<file path="src/rtl/pul_pkg.sv">
package pul_pkg;

  localparam int MAX_POINTS      = 64;
  localparam int NUM_SUBCARRIERS = 64;
  localparam int MIN_POINTS      = 3;

  localparam int IDX_W   = 6;
  localparam int PH_W    = 16;
  localparam int CNT_W   = $clog2(MAX_POINTS + 1);
  localparam int SLOPE_W = 19;
  localparam int ICPT_W  = 24;
  localparam int STAT_W  = 2;

  // Phase scale: Q3.13, so pi and one full turn in those units.
  localparam int PH_PI   = 25736;
  localparam int PH_TURN = 51472;

  localparam int TURN_W = 8;   // whole-turn count of the unwrapped phase
  localparam int Y_W    = 26;  // unwrapped phase
  localparam int SX_W   = 13;
  localparam int SXX_W  = 18;
  localparam int SY_W   = 34;
  localparam int SXY_W  = 40;

  localparam int QDEPTH = 4;
  localparam int QPTR_W = $clog2(QDEPTH);

  localparam int DVD_W = 64;
  localparam int DVS_W = 32;
  localparam int DCNT_W = $clog2(DVD_W);

  typedef enum logic [STAT_W-1:0] {
    ST_FITTED = 2'd0,
    ST_FEW    = 2'd1,
    ST_DEGEN  = 2'd2
  } status_t;

  typedef struct packed {
    logic [IDX_W-1:0]       idx;
    logic signed [PH_W-1:0] phase;
    logic                   keep;
    logic                   last;
  } item_t;

  typedef struct packed {
    logic             start;
    logic [DVD_W-1:0] dividend;
    logic [DVS_W-1:0] divisor;
  } div_req_t;

endpackage

</file>
<file path="src/rtl/pul_front.sv">
module pul_front (
  input  logic                             clk,
  input  logic                             rst_n,
  input  logic                             start,
  output logic                             busy,
  input  logic [pul_pkg::IDX_W-1:0]        in_subcarrier_index,
  input  logic signed [pul_pkg::PH_W-1:0]  in_phase_sample,
  input  logic                             in_sample_valid,
  input  logic                             in_last_sample,
  input  logic                             pop,
  output logic                             q_valid,
  output pul_pkg::item_t                   q_head
);
  import pul_pkg::*;

  item_t             mem_r [QDEPTH];
  logic [QPTR_W-1:0] head_r;
  logic [QPTR_W-1:0] tail_r;
  logic [QPTR_W:0]   fill_r;
  logic [CNT_W-1:0]  kept_r;
  logic              accept;
  logic              keep;
  item_t             item;

  assign busy   = (fill_r == (QPTR_W+1)'(QDEPTH));
  assign accept = start && !busy;

  // Kept: usable, in range, and the frame's point budget not yet spent.
  assign keep = in_sample_valid
             && ((IDX_W+3)'(in_subcarrier_index) < (IDX_W+3)'(NUM_SUBCARRIERS))
             && (kept_r < CNT_W'(MAX_POINTS));

  always_comb begin
    item.idx   = in_subcarrier_index;
    item.phase = in_phase_sample;
    item.keep  = keep;
    item.last  = in_last_sample;
  end

  always_ff @(posedge clk) begin
    if (accept) begin
      mem_r[tail_r] <= item;
    end
  end

  always_ff @(posedge clk) begin
    if (!rst_n) begin
      head_r <= '0;
      tail_r <= '0;
      fill_r <= '0;
      kept_r <= '0;
    end else begin
      if (accept) begin
        tail_r <= tail_r + 1'b1;
        if (in_last_sample) begin
          kept_r <= '0;
        end else if (keep) begin
          kept_r <= kept_r + 1'b1;
        end
      end
      if (pop) begin
        head_r <= head_r + 1'b1;
      end
      if (accept && !pop) begin
        fill_r <= fill_r + 1'b1;
      end else if (pop && !accept) begin
        fill_r <= fill_r - 1'b1;
      end
    end
  end

  assign q_valid = (fill_r != '0);
  assign q_head  = mem_r[head_r];

endmodule

</file>
<file path="config.mk">
export PLATFORM = sky130hd
export DESIGN_NAME = pul_front
export DESIGN_NICKNAME = d
export VERILOG_FILES = /design/src/rtl/pul_pkg.sv /design/src/rtl/pul_front.sv
export SDC_FILE = /design/constraint.sdc
export NUM_CORES = 1
export LEC_CHECK = 0
export BUFFER_PORTS_ARGS = -buffer_cell sky130_fd_sc_hd__buf_2
export CAP_MARGIN = 20
export CORE_MARGIN = 3
export CORE_UTILIZATION = 45
export DETAILED_ROUTE_END_ITERATION = 7
export MAX_ROUTING_LAYER = met4
export PLACE_DENSITY_LB_ADDON = 0.08
export SLEW_MARGIN = 20
export SYNTH_ARGS = -nofsm -noshare
export SYNTH_HDL_FRONTEND = slang
export SYNTH_SLANG_ARGS = --single-unit
</file>
<file path="constraint.sdc">
create_clock -name clk -period 2.55 [get_ports clk]
set_input_delay 0.255 -clock clk [delete_from_list [all_inputs] [get_ports clk]]
set_output_delay 0.255 -clock clk [all_outputs]
set_load 0.1 [all_outputs]
</file>
Word-level counts from Yosys, hierarchy flattened
Memory sizes are Yosys's and may differ from the RTL's. A register that Yosys moved wholly into a read port is not among the register bits.
Cells that the tools add are included.
Widths: inputs -> output; s select.
{ "totals": {"regBits": 14, "mem_bits_rw": 96, "in_bits": 28, "output_inout_bits": 26, "wordCells": 31, "n_memories": 1} }
{ "mem_list": {"columns": ["name", "depth", "width", "read_ports", "rd_clocked_by_memory_dff", "write_ports", "line_no", "source"], "rows": [
  ["mem_r", 4, 24, 1, 1, 1, "pul_front.sv:16", "item_t mem_r [QDEPTH];"]
]} }
{ "classes": {"addsub": 5, "order_cmp": 1, "n_eq_ne": 1, "mux": 8, "n_reduce_logical": 11} }
{ "op_table": {"columns": ["cell", "n"], "rows": [
  ["$mux 7", 2],
  ["$add 7x1->7 const B", 1],
  ["$lt 7x7->1 const B", 1],
  ["$mux 3", 2],
  ["$add 2x1->2 const B", 2],
  ["$logic_and 1x1->1", 4],
  ["$mux 2", 2],
  ["$reduce_bool 2->1", 2],
  ["$add 3x1->3 const B", 1],
  ["$eq 3x3->1 const B", 1],
  ["$logic_not 1->1", 3],
  ["$reduce_bool 3->1", 1],
  ["$sub 3x1->3 const B", 1],
  ["$mux 1", 2],
  ["$reduce_and 2->1", 1]
]} }

Depth between registers and ports, before layout
{ "depth": {"depth_word": 7, "depth_mapped": 9, "depth_no_buf": 9} }

Worst setup path after synthesis
No wires, ideal clock.
{ "synth_path": {"path_type": "reg2reg", "startpoint": "register fill_r[0]", "endpoint": "register fill_r[2]", "setup_time_ns": 0.072, "t_arrival_ns": 2.057, "required_ns": 2.478, "path_slack_ns": 0.421, "stages_incl_launch_ff": 10, "n_path_buf": 0, "synth_period_minus_slack_ns": 2.129, "cell_sequence": "dfxtp_1 -> or3b_4 -> nand2_1 -> inv_1 -> ha_1 -> inv_1 -> fa_1 -> xor2_1 -> or3_2 -> a21oi_1"} }
{ "synth_between": {"elab_chain_cells": 6, "word_cells_on_any_way": 11, "classes_between": "add/sub: 2; eq/ne: 1; mux: 2; reduce/logical: 6"} }
{ "synth_rtl": {"columns": ["item", "line_no", "source"], "rows": [
  ["start: declaration", "pul_front.sv:19", "logic [QPTR_W:0] fill_r;"],
  ["start signal: assignment", "pul_front.sv:65", "fill_r <= fill_r + 1'b1;"],
  ["start signal: assignment", "pul_front.sv:67", "fill_r <= fill_r - 1'b1;"],
  ["$eq 3x3->1 (*)", "pul_front.sv:25", "assign busy = (fill_r == (QPTR_W+1)'(QDEPTH));"],
  ["$logic_not 1->1 (*)", "pul_front.sv:26", "assign accept = start && !busy;"],
  ["$logic_and 1x1->1 (*)", "pul_front.sv:26", null],
  ["net accept", "pul_front.sv:21", "logic accept;"],
  ["$logic_not 1->1", "pul_front.sv:66", "end else if (pop && !accept) begin"],
  ["$logic_and 1x1->1", "pul_front.sv:66", null],
  ["$reduce_bool 2->1 (no line)", null, null]
]} }
Mark *: on every way through the listed nets, which the timed path passes. The rest lies on a longest branch. The select of a mux whose other input is x is not followed.
A chain may end at the register's enable or synchronous reset.

Worst setup path in the final report
Same ends and word-level chain as after synthesis.

==> reports/metrics.yaml <==
synth_edf_count: 96
critPathKind: "register to register"
async_flop_share_pct: 0
clk_pin_slew_worst_paths_ps: 100
syn_area_per_cell_um2: 19.7
vias_per_cell: 5.22
hold_violations: 0
num-fill-cells: 730
worst_pin_slew_ps: 688
cp.arrival_ps: 2650
post-route-min-period_ps: 2370
crit_required_ps: 2830
synthXorXnorAreaFrac_pct: 1.44
drcViolationCount: 0
seq_area_um2: 3200
area_growth_pct: 13.5
final_cell_area_um2: 4820
drtIter0Drc: 44
clock_latency_ps: 350
finalSetupViolations: 0
cts_hold_buf: 0
timing.critical_path.mode_cell: "inv_1"
finalPower_uw: 4450
synth_compound_area_share_pct: 2.44
cp-start-kind: "register"
max_slew_margin_pct: 54.1
crit_slowest_cell: "dfxtp_1"
yosysWarnings: 0
grtUsageTotal_pct: 14.3
utilization_pct: 54.0
synth_area_um2: 4250
firstDrtPassIters: 4
hold_depth: 1
grt_overflow: 0
core_area_um2: 8930
multi_input_area_um2: 983
diodes: 0
hold_ws_ps: 107
wire_per_inst_um: 17.4
gp_congestion: 0.737
cts-root-buf: "clkbuf_8"
grt_pass1_vias: 2084
synthAdderAreaFrac_pct: 2.24
ant_nets: 0
grt_max_degree: 25
synth_top_family_by_area: "multiplexers"
synth_nets: 251
ff2ff_path_depth: 9
drive_above_1_share_pct: 36.7
tns_ps: 0
crit_fanout: 6
vdd_ir_drop_max_mv: 0.493
maxCapViolCount: 0
placed_area_um2: 4650
end_kind: "register"
cp_slowest_stage_delay_ps: 430
dp.final_hpwl_mm: 4.11
cts_sinks: 112
routed_wl_mm: 6.78
worstPathCellList: "or3b_4, nand2_1, inv_1, ha_1, inv_1, fa_1, xor2_1, or3_2, a21oi_1"
min_path_type: "input port to register"
clock_path_buffers: 2
syn_inst: 216
dieArea_um2: 10600
die_h_um: 103
htreeDepth: 3
rsz0062_at_grt: "no"
antenna_found_initial: 0
fmax_ghz: 0.421
ys_seq_elements: 112
num_vias: 2031
cts_tree: "built"
synthFlopType: "edfxtp_1"
synthSimpleGateAreaFrac_pct: 4.06
cts_setup_buffers: 0
yosysUniqueCellTypes: 29
synthMuxAreaShare_pct: 13.0
grt_first_pass_wirelength_mm: 10.7
leakagePower_uw: 0.00166
die_x_um: 103
yosysSeqAreaShare_pct: 75.4
cts_resized: 0
start_util_pct: 47.6
maxSlewViolCount: 0
period_share_pct: 93.1
cts_buffers: 9
outcome: "complete, no violations"
p_per_area_nw_per_um2: 922
pin_count: 54
fin_skew_ps: 7.59
io_buffers: 53
fin_nets: 311
fp-row-count: 34
[synthesized netlist by cell type (2+ instances only)]
| master | count | area, um^2 |
|---|---|---|
| edfxtp_1 | 96 | 2880 |
| mux4_2 | 24 | 541 |
| dfxtp_1 | 16 | 320 |
| nor2_1 | 9 | 33.8 |
| inv_1 | 8 | 30.0 |
| nand2_1 | 8 | 30.0 |
| a21oi_1 | 6 | 30.0 |
| ha_1 | 6 | 75.1 |
| o21ai_0 | 5 | 25.0 |
| and3_2 | 4 | 30.0 |
| nand3_1 | 4 | 20.0 |
| xnor2_1 | 4 | 35.0 |
| buf_2 | 3 | 15.0 |
| xor2_1 | 3 | 26.3 |
| a2111oi_0 | 2 | 17.5 |
| clkbuf_1 | 2 | 7.51 |
| o22ai_1 | 2 | 12.5 |
| or3_1 | 2 | 12.5 |
| or3_2 | 2 | 15.0 |
[cell type report]
type / count / share of cell area (%)
repair buffers: 55 / 6.07
flip-flops and latches: 112 / 66.4
multi-input cells: 88 / 20.4
clock buffers: 9 / 2.57
well taps: 108 / 2.80
inverters: 10 / 0.778
clock inverters: 7 / 0.985
[per-stage QoR]
stage	setup slack [ps]	std cells
after floorplan	421	216
after global placement	289	373
after detailed placement	203	373
after CTS	180	389
after global routing	1.34	389
final	177	389
[critical path, delay by kind of cell (launching register included)]
family          cells  cell delay, ps
compound gates      1             160
xor+xnor            1             160
fa+ha+maj           2             590
buf+inv             2             250
flops               1             430
simple gates        3             720
[per-layer routing]
| metal | vias up | GRT usage, % | part of all wire (%) |
|---|---|---|---|
| met5 | - | - | 0 |
| met4 | 0 | 6.57 | 1.2 |
| met3 | 8 | 2.88 | 4.0 |
| met1 | 1017 | 18.1 | 45 |
| met2 | 35 | 22.3 | 50 |
| li1 | 971 | - | - |
[placed cells by master (no fill, tap or decap), drive strengths merged]
cell type and n:
edfxtp 96, buf 55, mux4 24, dfxtp 16, inv 10, nor2 9
clkbuf 9, nand2 8, clkinv 7, a21oi 6, ha 6, o21ai 5
and3 4, xnor2 4, nand3 4, or3 4, xor2 3, a2111oi 2
o22ai 2, nand2b 2, or3b 1, mux2i 1, a2111o 1, o21a 1
fa 1
[cell families (layout without fill, tap and decap cells)]
group,count (synthesis),in the layout
AO/OA/AOI/OAI,17,17
AND/OR/NAND/NOR,32,32
buffers and inverters,16,81
flip-flops,112,112
adder cells (fa/ha/maj),7,7
XOR/XNOR,7,7
multiplexers,25,25
[state kept, by name, summed over array words and instances (netlist names), named ones only]
register  count
fill_r        3
head_r        2
kept_r        7
mem_r        96
tail_r        2
[where the power goes]
group,leakage (uW),switching [uW],total [uW],internal (uW)
clock,0.0000886,558,914,356
sequential,0.00101,55.7,2240,2180
combinational,0.000563,1020,1300,277
[path summary, 6_finish.rpt]
path	startpoint	endpoint	slack (ps)
setup / recovery	fill_r[0]	fill_r[2]	180
hold / removal	in_phase_sample[9]	mem_r[2][11]	110
setup reg to reg	fill_r[0]	fill_r[2]	180
hold reg to reg	kept_r[6]	kept_r[6]	490
No activity file was read; power rests on OpenSTA's default activity.
