### config.mk
export PLATFORM = sky130hd
export DESIGN_NAME = pul_div
export DESIGN_NICKNAME = d
export VERILOG_FILES = /design/src/rtl/pul_pkg.sv /design/src/rtl/pul_div.sv
export SDC_FILE = /design/constraint.sdc
export NUM_CORES = 1
export LEC_CHECK = 0
export CAP_MARGIN = 20
export CORE_AREA = 2 2 119 121
export DETAILED_ROUTE_END_ITERATION = 10
export DIE_AREA = 0 0 121 123
export DONT_BUFFER_PORTS = 1
export GPL_TIMING_DRIVEN = 0
export PLACE_DENSITY = 0.72
export SLEW_MARGIN = 20
export SYNTH_ARGS = -nofsm -noshare
export SYNTH_HDL_FRONTEND = slang
export SYNTH_SLANG_ARGS = --single-unit
### constraint.sdc
create_clock -name clk -period 5 [get_ports clk]
set_clock_uncertainty 0.15 [all_clocks]
set_input_delay 1 -clock clk [delete_from_list [all_inputs] [get_ports clk]]
set_output_delay 1 -clock clk [all_outputs]
set_load 0.01 [all_outputs]
### src/rtl/pul_pkg.sv
package pul_pkg;

  localparam int MAX_POINTS      = 64;
  localparam int NUM_SUBCARRIERS = 64;
  localparam int MIN_POINTS      = 3;

  localparam int IDX_W   = 6;
  localparam int PH_W    = 16;
  localparam int CNT_W   = $clog2(MAX_POINTS + 1);
  localparam int SLOPE_W = 19;
  localparam int ICPT_W  = 24;
  localparam int STAT_W  = 2;

  // Phase scale: Q3.13, so pi and one full turn in those units.
  localparam int PH_PI   = 25736;
  localparam int PH_TURN = 51472;

  localparam int TURN_W = 8;   // whole-turn count of the unwrapped phase
  localparam int Y_W    = 26;  // unwrapped phase
  localparam int SX_W   = 13;
  localparam int SXX_W  = 18;
  localparam int SY_W   = 34;
  localparam int SXY_W  = 40;

  localparam int QDEPTH = 4;
  localparam int QPTR_W = $clog2(QDEPTH);

  localparam int DVD_W = 64;
  localparam int DVS_W = 32;
  localparam int DCNT_W = $clog2(DVD_W);

  typedef enum logic [STAT_W-1:0] {
    ST_FITTED = 2'd0,
    ST_FEW    = 2'd1,
    ST_DEGEN  = 2'd2
  } status_t;

  typedef struct packed {
    logic [IDX_W-1:0]       idx;
    logic signed [PH_W-1:0] phase;
    logic                   keep;
    logic                   last;
  } item_t;

  typedef struct packed {
    logic             start;
    logic [DVD_W-1:0] dividend;
    logic [DVS_W-1:0] divisor;
  } div_req_t;

endpackage

### src/rtl/pul_div.sv
module pul_div (
  input  logic                      clk,
  input  logic                      rst_n,
  input  pul_pkg::div_req_t         req,
  output logic                      done,
  output logic [pul_pkg::DVD_W-1:0] quotient
);
  import pul_pkg::*;

  logic [DVS_W:0]    rem_r;
  logic [DVD_W-1:0]  quo_r;
  logic [DVS_W-1:0]  div_r;
  logic [DCNT_W-1:0] cnt_r;
  logic              run_r;
  logic              done_r;
  logic [DVS_W:0]    shifted;
  logic              fits;

  // One quotient bit per cycle, restoring form.
  assign shifted = {rem_r[DVS_W-1:0], quo_r[DVD_W-1]};
  assign fits    = (shifted >= {1'b0, div_r});

  always_ff @(posedge clk) begin
    if (!rst_n) begin
      run_r  <= 1'b0;
      done_r <= 1'b0;
      cnt_r  <= '0;
    end else begin
      done_r <= 1'b0;
      if (req.start) begin
        run_r <= 1'b1;
        cnt_r <= '0;
        rem_r <= '0;
        quo_r <= req.dividend;
        div_r <= req.divisor;
      end else if (run_r) begin
        rem_r <= fits ? (shifted - {1'b0, div_r}) : shifted;
        quo_r <= {quo_r[DVD_W-2:0], fits};
        cnt_r <= cnt_r + 1'b1;
        if (cnt_r == DCNT_W'(DVD_W - 1)) begin
          run_r  <= 1'b0;
          done_r <= 1'b1;
        end
      end
    end
  end

  assign done     = done_r;
  assign quotient = quo_r;

endmodule

**After elaboration in Yosys (flattened, before gate mapping)**

Cells that the tools add are included.
Widths: inputs -> output; s select.

- Register bits after elaboration: 136
- Bits of input ports: 99
- Logic and storage cells: 25

- Equal/unequal tests: 1
- Add/subtract/negate cells: 2
- Magnitude comparators: 1
- Multiplexer cells: 8
- Bitwise gates (word level): 2
- Reduce and logical (&&, ||, !) cells: 5

Operators by type and width:

| operator | number |
|---|---|
| $mux 64 | 2 |
| $mux 32 | 2 |
| $ge 33x32->1 | 1 |
| $sub 32x32->32 | 1 |
| $add 6x1->6 const B | 1 |
| $eq 6x6->1 const B | 1 |
| $mux 1 | 4 |
| $reduce_and 2->1 | 2 |
| $reduce_or 3->1 | 1 |
| $not 1->1 | 2 |
| $reduce_bool 2->1 | 1 |
| $reduce_or 2->1 | 1 |

**Longest topological paths before layout**

Gate-level depths: netlist of run 1.

- Word-level depth: 4
- Mapped depth: 14

**Worst setup path after synthesis of run 1**

No wires, ideal clock.

- Path kind: input-to-reg
- Start: in req[96] (netlist name)
- End: reg quo_r[0] (netlist: quotient[0]), enable pin
- Slack: 0.695 ns
- Buffers on the path: 2
- Data required time: 4.387 ns
- Stages: 3
- Data arrival time: 3.692 ns
- Cell sequence: clkbuf_1 > clkbuf_1 > o21a_1

- Cells in the longest elaborated chain, start to end: 2

RTL lines:

| element | RTL line | RTL |
|---|---|---|
| from (decl) | pul_div.sv:4 | `input pul_pkg::div_req_t req,` |
| $reduce_bool 2->1 (no source line) | -- |  |
| $reduce_and 2->1 (no source line) | -- |  |
| to (signal assigned) | pul_div.sv:34 | `quo_r <= req.dividend;` |
| to (signal assigned) | pul_div.sv:38 | `quo_r <= {quo_r[DVD_W-2:0], fits};` |
| to (decl) | pul_div.sv:11 | `logic [DVD_W-1:0] quo_r;` |

No other way between the ends.
A chain may end at the register's enable or synchronous reset.

**Worst setup path after layout of run 1**

- Start: reg quo_r[63] (netlist: quotient[63])
- End: reg rem_r[30] (data pin)

- Cells in the longest elaborated chain, start to end: 3

RTL lines:

| element | RTL line | RTL |
|---|---|---|
| $sub 32x32->32 or $ge 33x32->1 (tied branches) | pul_div.sv:37, pul_div.sv:21 |  |
| $mux 32 * | pul_div.sv:37 | `rem_r <= fits ? (shifted - {1'b0, div_r}) : shifted;` |
| $mux 32 * | pul_div.sv:36 | `end else if (run_r) begin` |
| to (signal assigned) | pul_div.sv:37 |  |
| to (decl) | pul_div.sv:10 | `logic [DVS_W:0] rem_r;` |

Every way passes the cells marked *; elsewhere a longest branch is shown, timed or not. The select of a mux whose other input is x is not followed.

==> flow_summary.json, run 1 <==
{
  "status": "completed",
  "synth.area.top_cells": "edfxtp_1 52%, mux2_2 9.6%, ha_1 5.6%, a21oi_1 2.3%, nor2_1 2.3%",
  "r2r_slack_ns": 1.26,
  "cts_max_path_buffers": 2,
  "vdd_drop_max_mv": 0.277,
  "root_buffer": "clkbuf_16",
  "final_cell_mix": "128 x edfxtp_1, 63 x mux2_2, 45 x nor2_1, 38 x inv_1, 37 x nand2_1",
  "netlist_area_um2": 7400,
  "p_leak_uw": 0.00319,
  "antenna_found_initial": 0,
  "postSynth.asyncResetShare": 0,
  "relSlewSlack": 0.486,
  "total_power_uw": 3450,
  "detail_route.wl_per_cell_um": 20.5,
  "cts_tree": "built",
  "finalCriticalPeriod_ns": 3.74,
  "arrival_ns": 3.73,
  "ctsHoldBuffers": 0,
  "crit_required_ns": 4.99,
  "track_usage": 0.234,
  "setup_viol": 0,
  "cts_made_buffers": 17,
  "hold_viol": 0,
  "startpoint_type": "register",
  "ant_nets": 0,
  "maxSlewViolCount": 0,
  "first_global_vias": 5145,
  "drtPass1Iterations": 4,
  "htree_levels": 4,
  "final_common_cell": "edfxtp_1",
  "area_growth_pct": 11.9,
  "whs_ns": 0.344,
  "syn_avg_cell_area_um2": 12.2,
  "final.period_utilization": 0.749,
  "maxCapViolCount": 0,
  "ys_seq_area_frac": 0.541,
  "cts.sink_count": 136,
  "drive_gt1_frac": 0.195,
  "timing_worst_setup_path_type": "reg -> reg",
  "syn_nets": 741,
  "netlist.area_leader.share": 0.520,
  "n_antenna_cell": 0,
  "synth_cell_types": 63,
  "vias": 4918,
  "placement_rows": 43,
  "via_per_inst": 5.98,
  "die_h_um": 123,
  "p_sw_uw": 1020,
  "powerDensity_nw_per_um2": 417,
  "crit_path_max_fanout": 4,
  "switching_share": 0.295,
  "synth_cells": 608,
  "io_pins": 164,
  "hpwl_mm": 12.2,
  "port_buffers": 0,
  "rsz0062_at_grt": "no",
  "synth_top_area_cell": "edfxtp_1",
  "hp-class": "reg -> reg",
  "grt_pass1_wl_mm": 26.5,
  "die_w_um": 121,
  "nFillCells": 1097,
  "synth_warnings": 0,
  "share_comb_of_total_power": 0.216,
  "finalCoreUtilization": 0.608,
  "gr-total-overflow": 0,
  "seqPwrFrac": 0.416,
  "nNetsFinal": 762,
  "pwr-share-clk": 0.369,
  "drt_iter0_drc": 328,
  "clk_pin_slew_ns": 0.06,
  "drc": 0,
  "end_kind": "register",
  "core_um2": 13600,
  "initial_core_util": 0.543,
  "ys_ff_latch": 136,
  "fmax_ghz": 0.267,
  "die_area_um2": 14900,
  "gp_congestion": 0.896,
  "insertion_delay_ns": 0.42,
  "totalWireLength_mm": 16.9,
  "intPower_uw": 2430,
  "synthFlopType": "edfxtp_1",
  "worstMarginPinSlew_ns": 0.771,
  "grt_max_degree": 54,
  "postCtsResizedCells": 0,
  "synth_edf_count": 128,
  "post-cts-setup-buffers": 0
}
[metal layers]
metal	track usage	up-vias	wire [um]
met5	0	-	0
met4	0.0836	0	309
met3	0.107	27	1600
met2	0.392	212	8310
met1	0.266	2357	6670
li1	-	2322	-
[state kept, by name, indices dropped and copies added (netlist names)]
| signal | count |
|---|---|
| quotient | 64 |
| div_r | 32 |
| rem_r | 32 |
| cnt_r | 6 |
| done | 1 |
| run_r | 1 |
[cell usage after synthesis (all sizes together) (2+ instances only)]
master,number
nand3,9
nor3,3
o211ai,3
a211o,4
nor2b,3
or3,4
xnor2,17
o21ai,21
clkbuf,14
nor4,3
nand2b,6
a31oi,11
mux2,64
o21a,7
mux2i,12
nor2,46
edfxtp,128
a31o,2
dfxtp,8
a21boi,3
inv,38
and2,3
a21o,23
and3,7
nand2,37
ha,33
or2,2
a311oi,3
buf,13
a211oi,9
nand4,7
a21oi,34
xor2,11
o21bai,3
o31ai,2
o221ai,3
[power by group through the flow]
stage	sequential [uW]	clock, uW	combinational, uW
global route	1440	1330	823
finish	1430	1270	744
CTS	1430	1280	741
global placement	1460	0	708
floorplan	1440	0	584
detailed placement	1460	0	735
[cell type report]
cell class | instances | area, um^2 | share of cell area
sequential | 136 | 4000 | 0.484
multi-input combinational | 406 | 3110 | 0.376
timing repair buffer | 2 | 55.1 | 0.00665
buffer | 27 | 141 | 0.0171
clock inverter | 14 | 160 | 0.0194
inverter | 39 | 146 | 0.0177
tap | 180 | 225 | 0.0272
clock buffer | 18 | 429 | 0.0519
[worst paths after layout]
path | cells after the start | end | from
max | 12 | rem_r[30]$_SDFFCE_PP0P_ | quotient[63]$_DFFE_PP_
min | 2 | cnt_r[5]$_SDFFE_PP0P_ | cnt_r[5]$_SDFFE_PP0P_
max reg2reg | 12 | rem_r[30]$_SDFFCE_PP0P_ | quotient[63]$_DFFE_PP_
min reg2reg | 2 | cnt_r[5]$_SDFFE_PP0P_ | cnt_r[5]$_SDFFE_PP0P_
[kinds of logic (layout without fill, tap and decap cells)]
| family | count (synthesis) | in the layout | share of synthesized area |
|---|---|---|---|
| compound gates | 136 | 136 | 0.130 |
| flops | 136 | 136 | 0.541 |
| simple gates | 132 | 132 | 0.0844 |
| mux | 76 | 76 | 0.114 |
| buf+inv | 66 | 100 | 0.0389 |
| fa+ha+maj | 34 | 34 | 0.0585 |
| xor+xnor | 28 | 28 | 0.0332 |
[critical path, cell delays in order, from the launching register on]
cell and delay (ns):
edfxtp_1 0.45, inv_1 0.07, ha_1 0.23, fa_1 0.41, nand2b_1 0.19, a21o_1 0.20
a211o_1 0.29, a21boi_0 0.53, a21oi_1 0.17, a31oi_1 0.33, a221oi_1 0.17, nand4_1 0.13
o221ai_1 0.14
[per-stage QoR]
step	TNS, ns	std cells	cell area, um^2	worst slack [ns]
after floorplan	0	608	7400	0.695
after global placement	-55.86	788	7620	-0.580
after detailed placement	0	790	7690	1.30
after CTS	0	822	8280	1.28
after global routing	0	822	8280	1.05
final	0	822	8280	1.26
Note: power is estimated with default switching activity, not from simulation.
==> inputs of run 2 (changes only) <==
==> constraint.sdc (replaced) <==
create_clock -name clk -period 3.46 [get_ports clk]
set_clock_uncertainty 0.15 [all_clocks]
set_input_delay 0.692 -clock clk [delete_from_list [all_inputs] [get_ports clk]]
set_output_delay 0.692 -clock clk [all_outputs]
set_load 0.01 [all_outputs]
==> run 2 against run 1 <==
Net effect:
- core utilization grew 0.13 points
- sequential power grew 45%
- final area increased by 0.21%
- sequential share of layout area fell by 0.10 points
- clock-buffer cell count is 1 lower
- register-to-register slack worse by 1.1 ns
- via count fell by 0.14%
- first-iteration DRC count fell by 14%
- setup slack lost 1.1 ns
- largest power group unchanged
- combinational power grew 49%
- critical path depth unchanged
==> flow_summary.json, run 2 (synthesized netlist as in run 1, its figures left out) <==
{
  "powerDensity_nw_per_um2": 591,
  "r2r-start": "quotient[63]$_DFFE_PP_",
  "pre_cts_slack_ns": -0.166,
  "setup-tns-final_ns": 0,
  "grt_pass1_wl_mm": 25.6,
  "gp_congestion": 0.904,
  "multi_input_area_um2": 3130,
  "port_buffers": 0,
  "final_cell_mix": "128 x edfxtp_1, 63 x mux2_2, 45 x nor2_1, 38 x inv_1, 37 x nand2_1",
  "gr-total-overflow": 0,
  "p_leak_uw": 0.00320,
  "max_stage_delay_ns": 0.45,
  "setup_ws_ns": 0.135,
  "grt_max_degree": 51,
  "end_kind": "register",
  "final_common_cell": "edfxtp_1",
  "cts_made_buffers": 17,
  "track_usage": 0.225,
  "status": "completed",
  "n_antenna_cell": 0,
  "htree_levels": 4,
  "cts_max_path_buffers": 2,
  "worstMarginPinSlew_ns": 0.715,
  "holdPathEnd": "div_r[26]$_DFFE_PP_",
  "placement_rows": 43,
  "final.period_utilization": 0.961,
  "timing_worst_setup_path_type": "reg -> reg",
  "finalCriticalPeriod_ns": 3.33,
  "io_pins": 164,
  "core_um2": 13600,
  "seqCellArea_um2": 4000,
  "insertion_delay_ns": 0.42,
  "area_growth_pct": 12.1,
  "antenna_found_initial": 0,
  "initial_core_util": 0.543,
  "maxCapViolCount": 0,
  "relSlewSlack": 0.523,
  "clk_pin_slew_ns": 0.06,
  "die_area_um2": 14900,
  "detail_route.wl_per_cell_um": 19.9,
  "die_w_um": 121,
  "root_buffer": "clkbuf_16",
  "largest_reg_flops": 64,
  "total_power_uw": 4900,
  "drc": 0,
  "fmax_ghz": 0.301,
  "die_h_um": 123,
  "crit_path_max_fanout": 4,
  "timing.rr.end": "rem_r[30]$_SDFFCE_PP0P_",
  "setup_viol": 0,
  "hpwl_mm": 11.8,
  "rsz0062_at_grt": "no",
  "arrival_ns": 3.32,
  "cpMaxStageDelayCell": "edfxtp_1",
  "drt_iter0_drc": 281,
  "hp-class": "in -> reg",
  "nFillCells": 1054,
  "crit_chain": "inv_1, ha_1, fa_1, nand2b_1, a21o_1, a211o_1, a21boi_2, a21oi_1, a31oi_2, a221oi_1, nand4_1, o221ai_1",
  "first_global_vias": 5038,
  "startpoint_type": "register",
  "r2r_slack_ns": 0.13,
  "cts_tree": "built",
  "hp-start": "req[26]",
  "hold_viol": 0,
  "vdd_drop_max_mv": 0.372,
  "via_per_inst": 5.95,
  "crit_required_ns": 3.46,
  "totalWireLength_mm": 16.4,
  "reg2reg_depth": 12,
  "drive_gt1_frac": 0.205,
  "hold_depth": 0,
  "vias": 4911,
  "cts.sink_count": 136,
  "maxSlewViolCount": 0,
  "ant_nets": 0,
  "drtPass1Iterations": 5,
  "nNetsFinal": 766
}
[run 2: routing by layer]
metal	share of wire	vias to the layer above	GRT usage
li1	-	2319	-
met1	0.41	2354	0.271
met2	0.47	211	0.359
met3	0.10	27	0.105
met4	0.021	0	0.0763
met5	0	-	0
[run 2: metrics by stage]
stage	instance area (um^2)	hold slack (ns)	cells	util
finish	8290	0.210	825	0.609
detailed placement	7690	0.341	790	0.565
global placement	7620	0.316	788	0.560
global route	8290	0.194	825	0.609
floorplan	7400	0.308	608	-
CTS	8260	0.199	823	0.607
[run 2: layout make-up]
| cell class | instances | share of cell area |
|---|---|---|
| sequential | 136 | 0.483 |
| multi-input combinational | 406 | 0.378 |
| clock buffer | 17 | 0.0513 |
| tap | 180 | 0.0272 |
| inverter | 39 | 0.0177 |
| buffer | 26 | 0.0169 |
| clock inverter | 14 | 0.0152 |
| timing repair buffer | 7 | 0.0112 |
[run 2: worst max-delay path by stage]
stage	start	to	slack, ns	cells past startpoint
after floorplan	rem_r[21]$_SDFFCE_PP0P_	quotient[0]$_DFFE_PP_	0.31	10
after global placement	req[96]	quotient[44]$_DFFE_PP_	-0.44	3
after detailed placement	quotient[63]$_DFFE_PP_	rem_r[30]$_SDFFCE_PP0P_	-0.17	12
after CTS	quotient[63]$_DFFE_PP_	rem_r[28]$_SDFFCE_PP0P_	0.04	12
after global routing	quotient[63]$_DFFE_PP_	rem_r[28]$_SDFFCE_PP0P_	0.003	12
final	quotient[63]$_DFFE_PP_	rem_r[30]$_SDFFCE_PP0P_	0.13	12
[run 2: critical path, delay by kind of cell (launching register included)]
family          cells  cell delay, ns
buf+inv             1            0.07
fa+ha+maj           2            0.61
compound gates      7            1.45
simple gates        2            0.30
flops               1            0.45
[run 2: timing repair]
item                       CTS  global route
hold buffers                 0             0
setup endpoints to repair   27            22
resized for setup            2             4
buffers inserted             2             3
pin swaps                    2             1
[run 2: power breakdown]
part	leakage, uW	total (uW)	internal (uW)	switching, uW
Clock	0.000267	1720	990	734
Combinational	0.00164	1110	483	623
Sequential	0.00129	2070	1970	95.1
==> inputs of run 3 (changes only) <==
--- a/config.mk
+++ b/config.mk
@@ -10,7 +10,6 @@
 export DETAILED_ROUTE_END_ITERATION = 10
 export DIE_AREA = 0 0 121 123
 export DONT_BUFFER_PORTS = 1
-export GPL_TIMING_DRIVEN = 0
 export PLACE_DENSITY = 0.72
 export SLEW_MARGIN = 20
 export SYNTH_ARGS = -nofsm -noshare
==> run 3 against run 2 <==
Net effect:
- setup slack better by 0.044 ns
- global-route usage down 0.19 points
- hold slack worse by 0.0023 ns
- first-iteration DRC count up 33%
- sequential cell count unchanged
- clock power up 15%
- clock-buffer cell count unchanged
- die area unchanged
- core utilization up 0.31 points
- sequential power about the same
==> flow_summary.json, run 3 (synthesized netlist as in run 1, its figures left out) <==
{
  "die_w_um": 121,
  "rsz0062_at_grt": "no",
  "track_usage": 0.223,
  "final.period_utilization": 0.948,
  "cts_made_buffers": 17,
  "antenna_found_initial": 2,
  "post-cts-setup-buffers": 0,
  "clk_pin_slew_ns": 0.07,
  "grt_pass1_wl_mm": 25.3,
  "relSlewSlack": 0.662,
  "placement_rows": 43,
  "grt_max_degree": 98,
  "nNetsFinal": 756,
  "setup-tns-final_ns": 0,
  "seqPwrFrac": 0.405,
  "crit_path_max_fanout": 20,
  "crit_chain": "ha_1, a21o_1, a21o_1, a21o_1, a2111oi_4, o21ai_2, a311oi_4, nor2_4, buf_12, buf_4, nand2_1, o221ai_1",
  "drtPass1Iterations": 5,
  "startpoint_type": "register",
  "cts.sink_count": 136,
  "htree_levels": 4,
  "core_um2": 13600,
  "detail_route.wl_per_cell_um": 19.7,
  "cts_tree": "built",
  "area_growth_pct": 12.7,
  "status": "completed",
  "place_inst": 784,
  "finish.instance_area_um2": 8340,
  "p_sw_uw": 1430,
  "hp-class": "in -> reg",
  "hold_viol": 0,
  "critPathTopFamily": "compound AO/OA/AOI/OAI gates",
  "crit_buf_inv": 2,
  "finalCriticalPeriod_ns": 3.28,
  "first_global_vias": 4919,
  "pwr-share-clk": 0.385,
  "ctsHoldBuffers": 0,
  "root_buffer": "clkbuf_16",
  "switching_share": 0.279,
  "vias": 4820,
  "via_per_inst": 5.91,
  "drc": 0,
  "powerDensity_nw_per_um2": 614,
  "ant_nets": 0,
  "die_area_um2": 14900,
  "intPower_uw": 3690,
  "insertion_delay_ns": 0.42,
  "crit_top_cell": "a21o_1",
  "n_antenna_cell": 0,
  "share_comb_of_total_power": 0.210,
  "instances_no_fill": 816,
  "port_buffers": 0,
  "totalWireLength_mm": 16.1,
  "io_pins": 164,
  "p_leak_uw": 0.00324,
  "initial_core_util": 0.543,
  "max_stage_delay_ns": 0.40,
  "final_cell_mix": "128 x edfxtp_1, 63 x mux2_2, 45 x nor2_1, 38 x inv_1, 37 x nand2_1",
  "timing_worst_setup_path_type": "reg -> reg",
  "vdd_drop_max_mv": 0.442,
  "fmax_ghz": 0.305,
  "finalCoreUtilization": 0.612,
  "die_h_um": 123,
  "end_kind": "register",
  "crit_required_ns": 3.46,
  "placed_cell_area_um2": 7690,
  "hpwl_mm": 11.4,
  "postCtsResizedCells": 0,
  "maxSlewViolCount": 0,
  "total_power_uw": 5120,
  "gr-total-overflow": 0,
  "setup_viol": 0,
  "maxCapViolCount": 0,
  "cpMaxStageDelayCell": "edfxtp_1",
  "arrival_ns": 3.29,
  "gp_congestion": 0.894,
  "final_common_cell": "edfxtp_1",
  "drt_iter0_drc": 373,
  "worstMarginPinSlew_ns": 0.507,
  "largest_reg_flops": 64,
  "cts_max_path_buffers": 2,
  "drive_gt1_frac": 0.214
}
run 3: cell count changes in the layout (fill, tap and decap cells not counted), moves of 2 or more:
| cell | change |
|---|---|
| buf_6 | -4 |
| inv_8 | +3 |
| ha_1 | -2 |
| clkbuf_2 | -2 |
| buf_4 | +16 |
| bufinv_16 | +3 |
| buf_12 | +2 |
| ha_2 | +2 |
| buf_2 | -5 |
| inv_6 | -2 |
| buf_16 | -2 |
| clkbuf_1 | -11 |
| buf_1 | -3 |
run 3: power by group through the flow:
stage | combinational [uW] | sequential [uW] | clock, uW
2_1_floorplan | 844 | 2080 | 0
3_3_place_gp | 1040 | 2100 | 0
3_5_place_dp | 1060 | 2100 | 0
4_1_cts | 1070 | 2070 | 2000
5_1_grt | 1190 | 2090 | 2080
6_report | 1070 | 2070 | 1970
run 3: layout make-up:
class	instances	area (um^2)
Clock buffer	17	425
Clock inverter	15	216
Fill cell	1065	5280
Inverter	39	146
Multi-Input combinational cell	406	3120
Sequential cell	136	4000
Tap cell	180	225
Timing Repair Buffer	23	198
run 3: stage by stage:
stage | setup slack (ns) | hold WS, ns
after floorplan | 0.308 | 0.308
after global placement | 0.259 | 0.320
after detailed placement | 0.160 | 0.339
after CTS | 0.141 | 0.192
after global routing | 0.00276 | 0.185
final | 0.179 | 0.208
run 3: path summary, 6_finish.rpt:
check | cells after the start | from | end | slack, ns
min reg2reg | 2 | cnt_r[5]$_SDFFE_PP0P_ | cnt_r[5]$_SDFFE_PP0P_ | 0.36
max reg2reg | 12 | rem_r[21]$_SDFFCE_PP0P_ | rem_r[15]$_SDFFCE_PP0P_ | 0.18
max | 12 | rem_r[21]$_SDFFCE_PP0P_ | rem_r[15]$_SDFFCE_PP0P_ | 0.18
min | 0 | req[26] | div_r[26]$_DFFE_PP_ | 0.21
run 3: per-layer routing:
layer | GRT usage | vias to the layer above | part of all wire | routed length, um
met5 | 0 | - | 0 | 0
met4 | 0.0618 | 0 | 0.013 | 212
met3 | 0.0913 | 20 | 0.090 | 1460
met2 | 0.358 | 211 | 0.48 | 7730
met1 | 0.281 | 2283 | 0.42 | 6720
li1 | - | 2306 | - | -
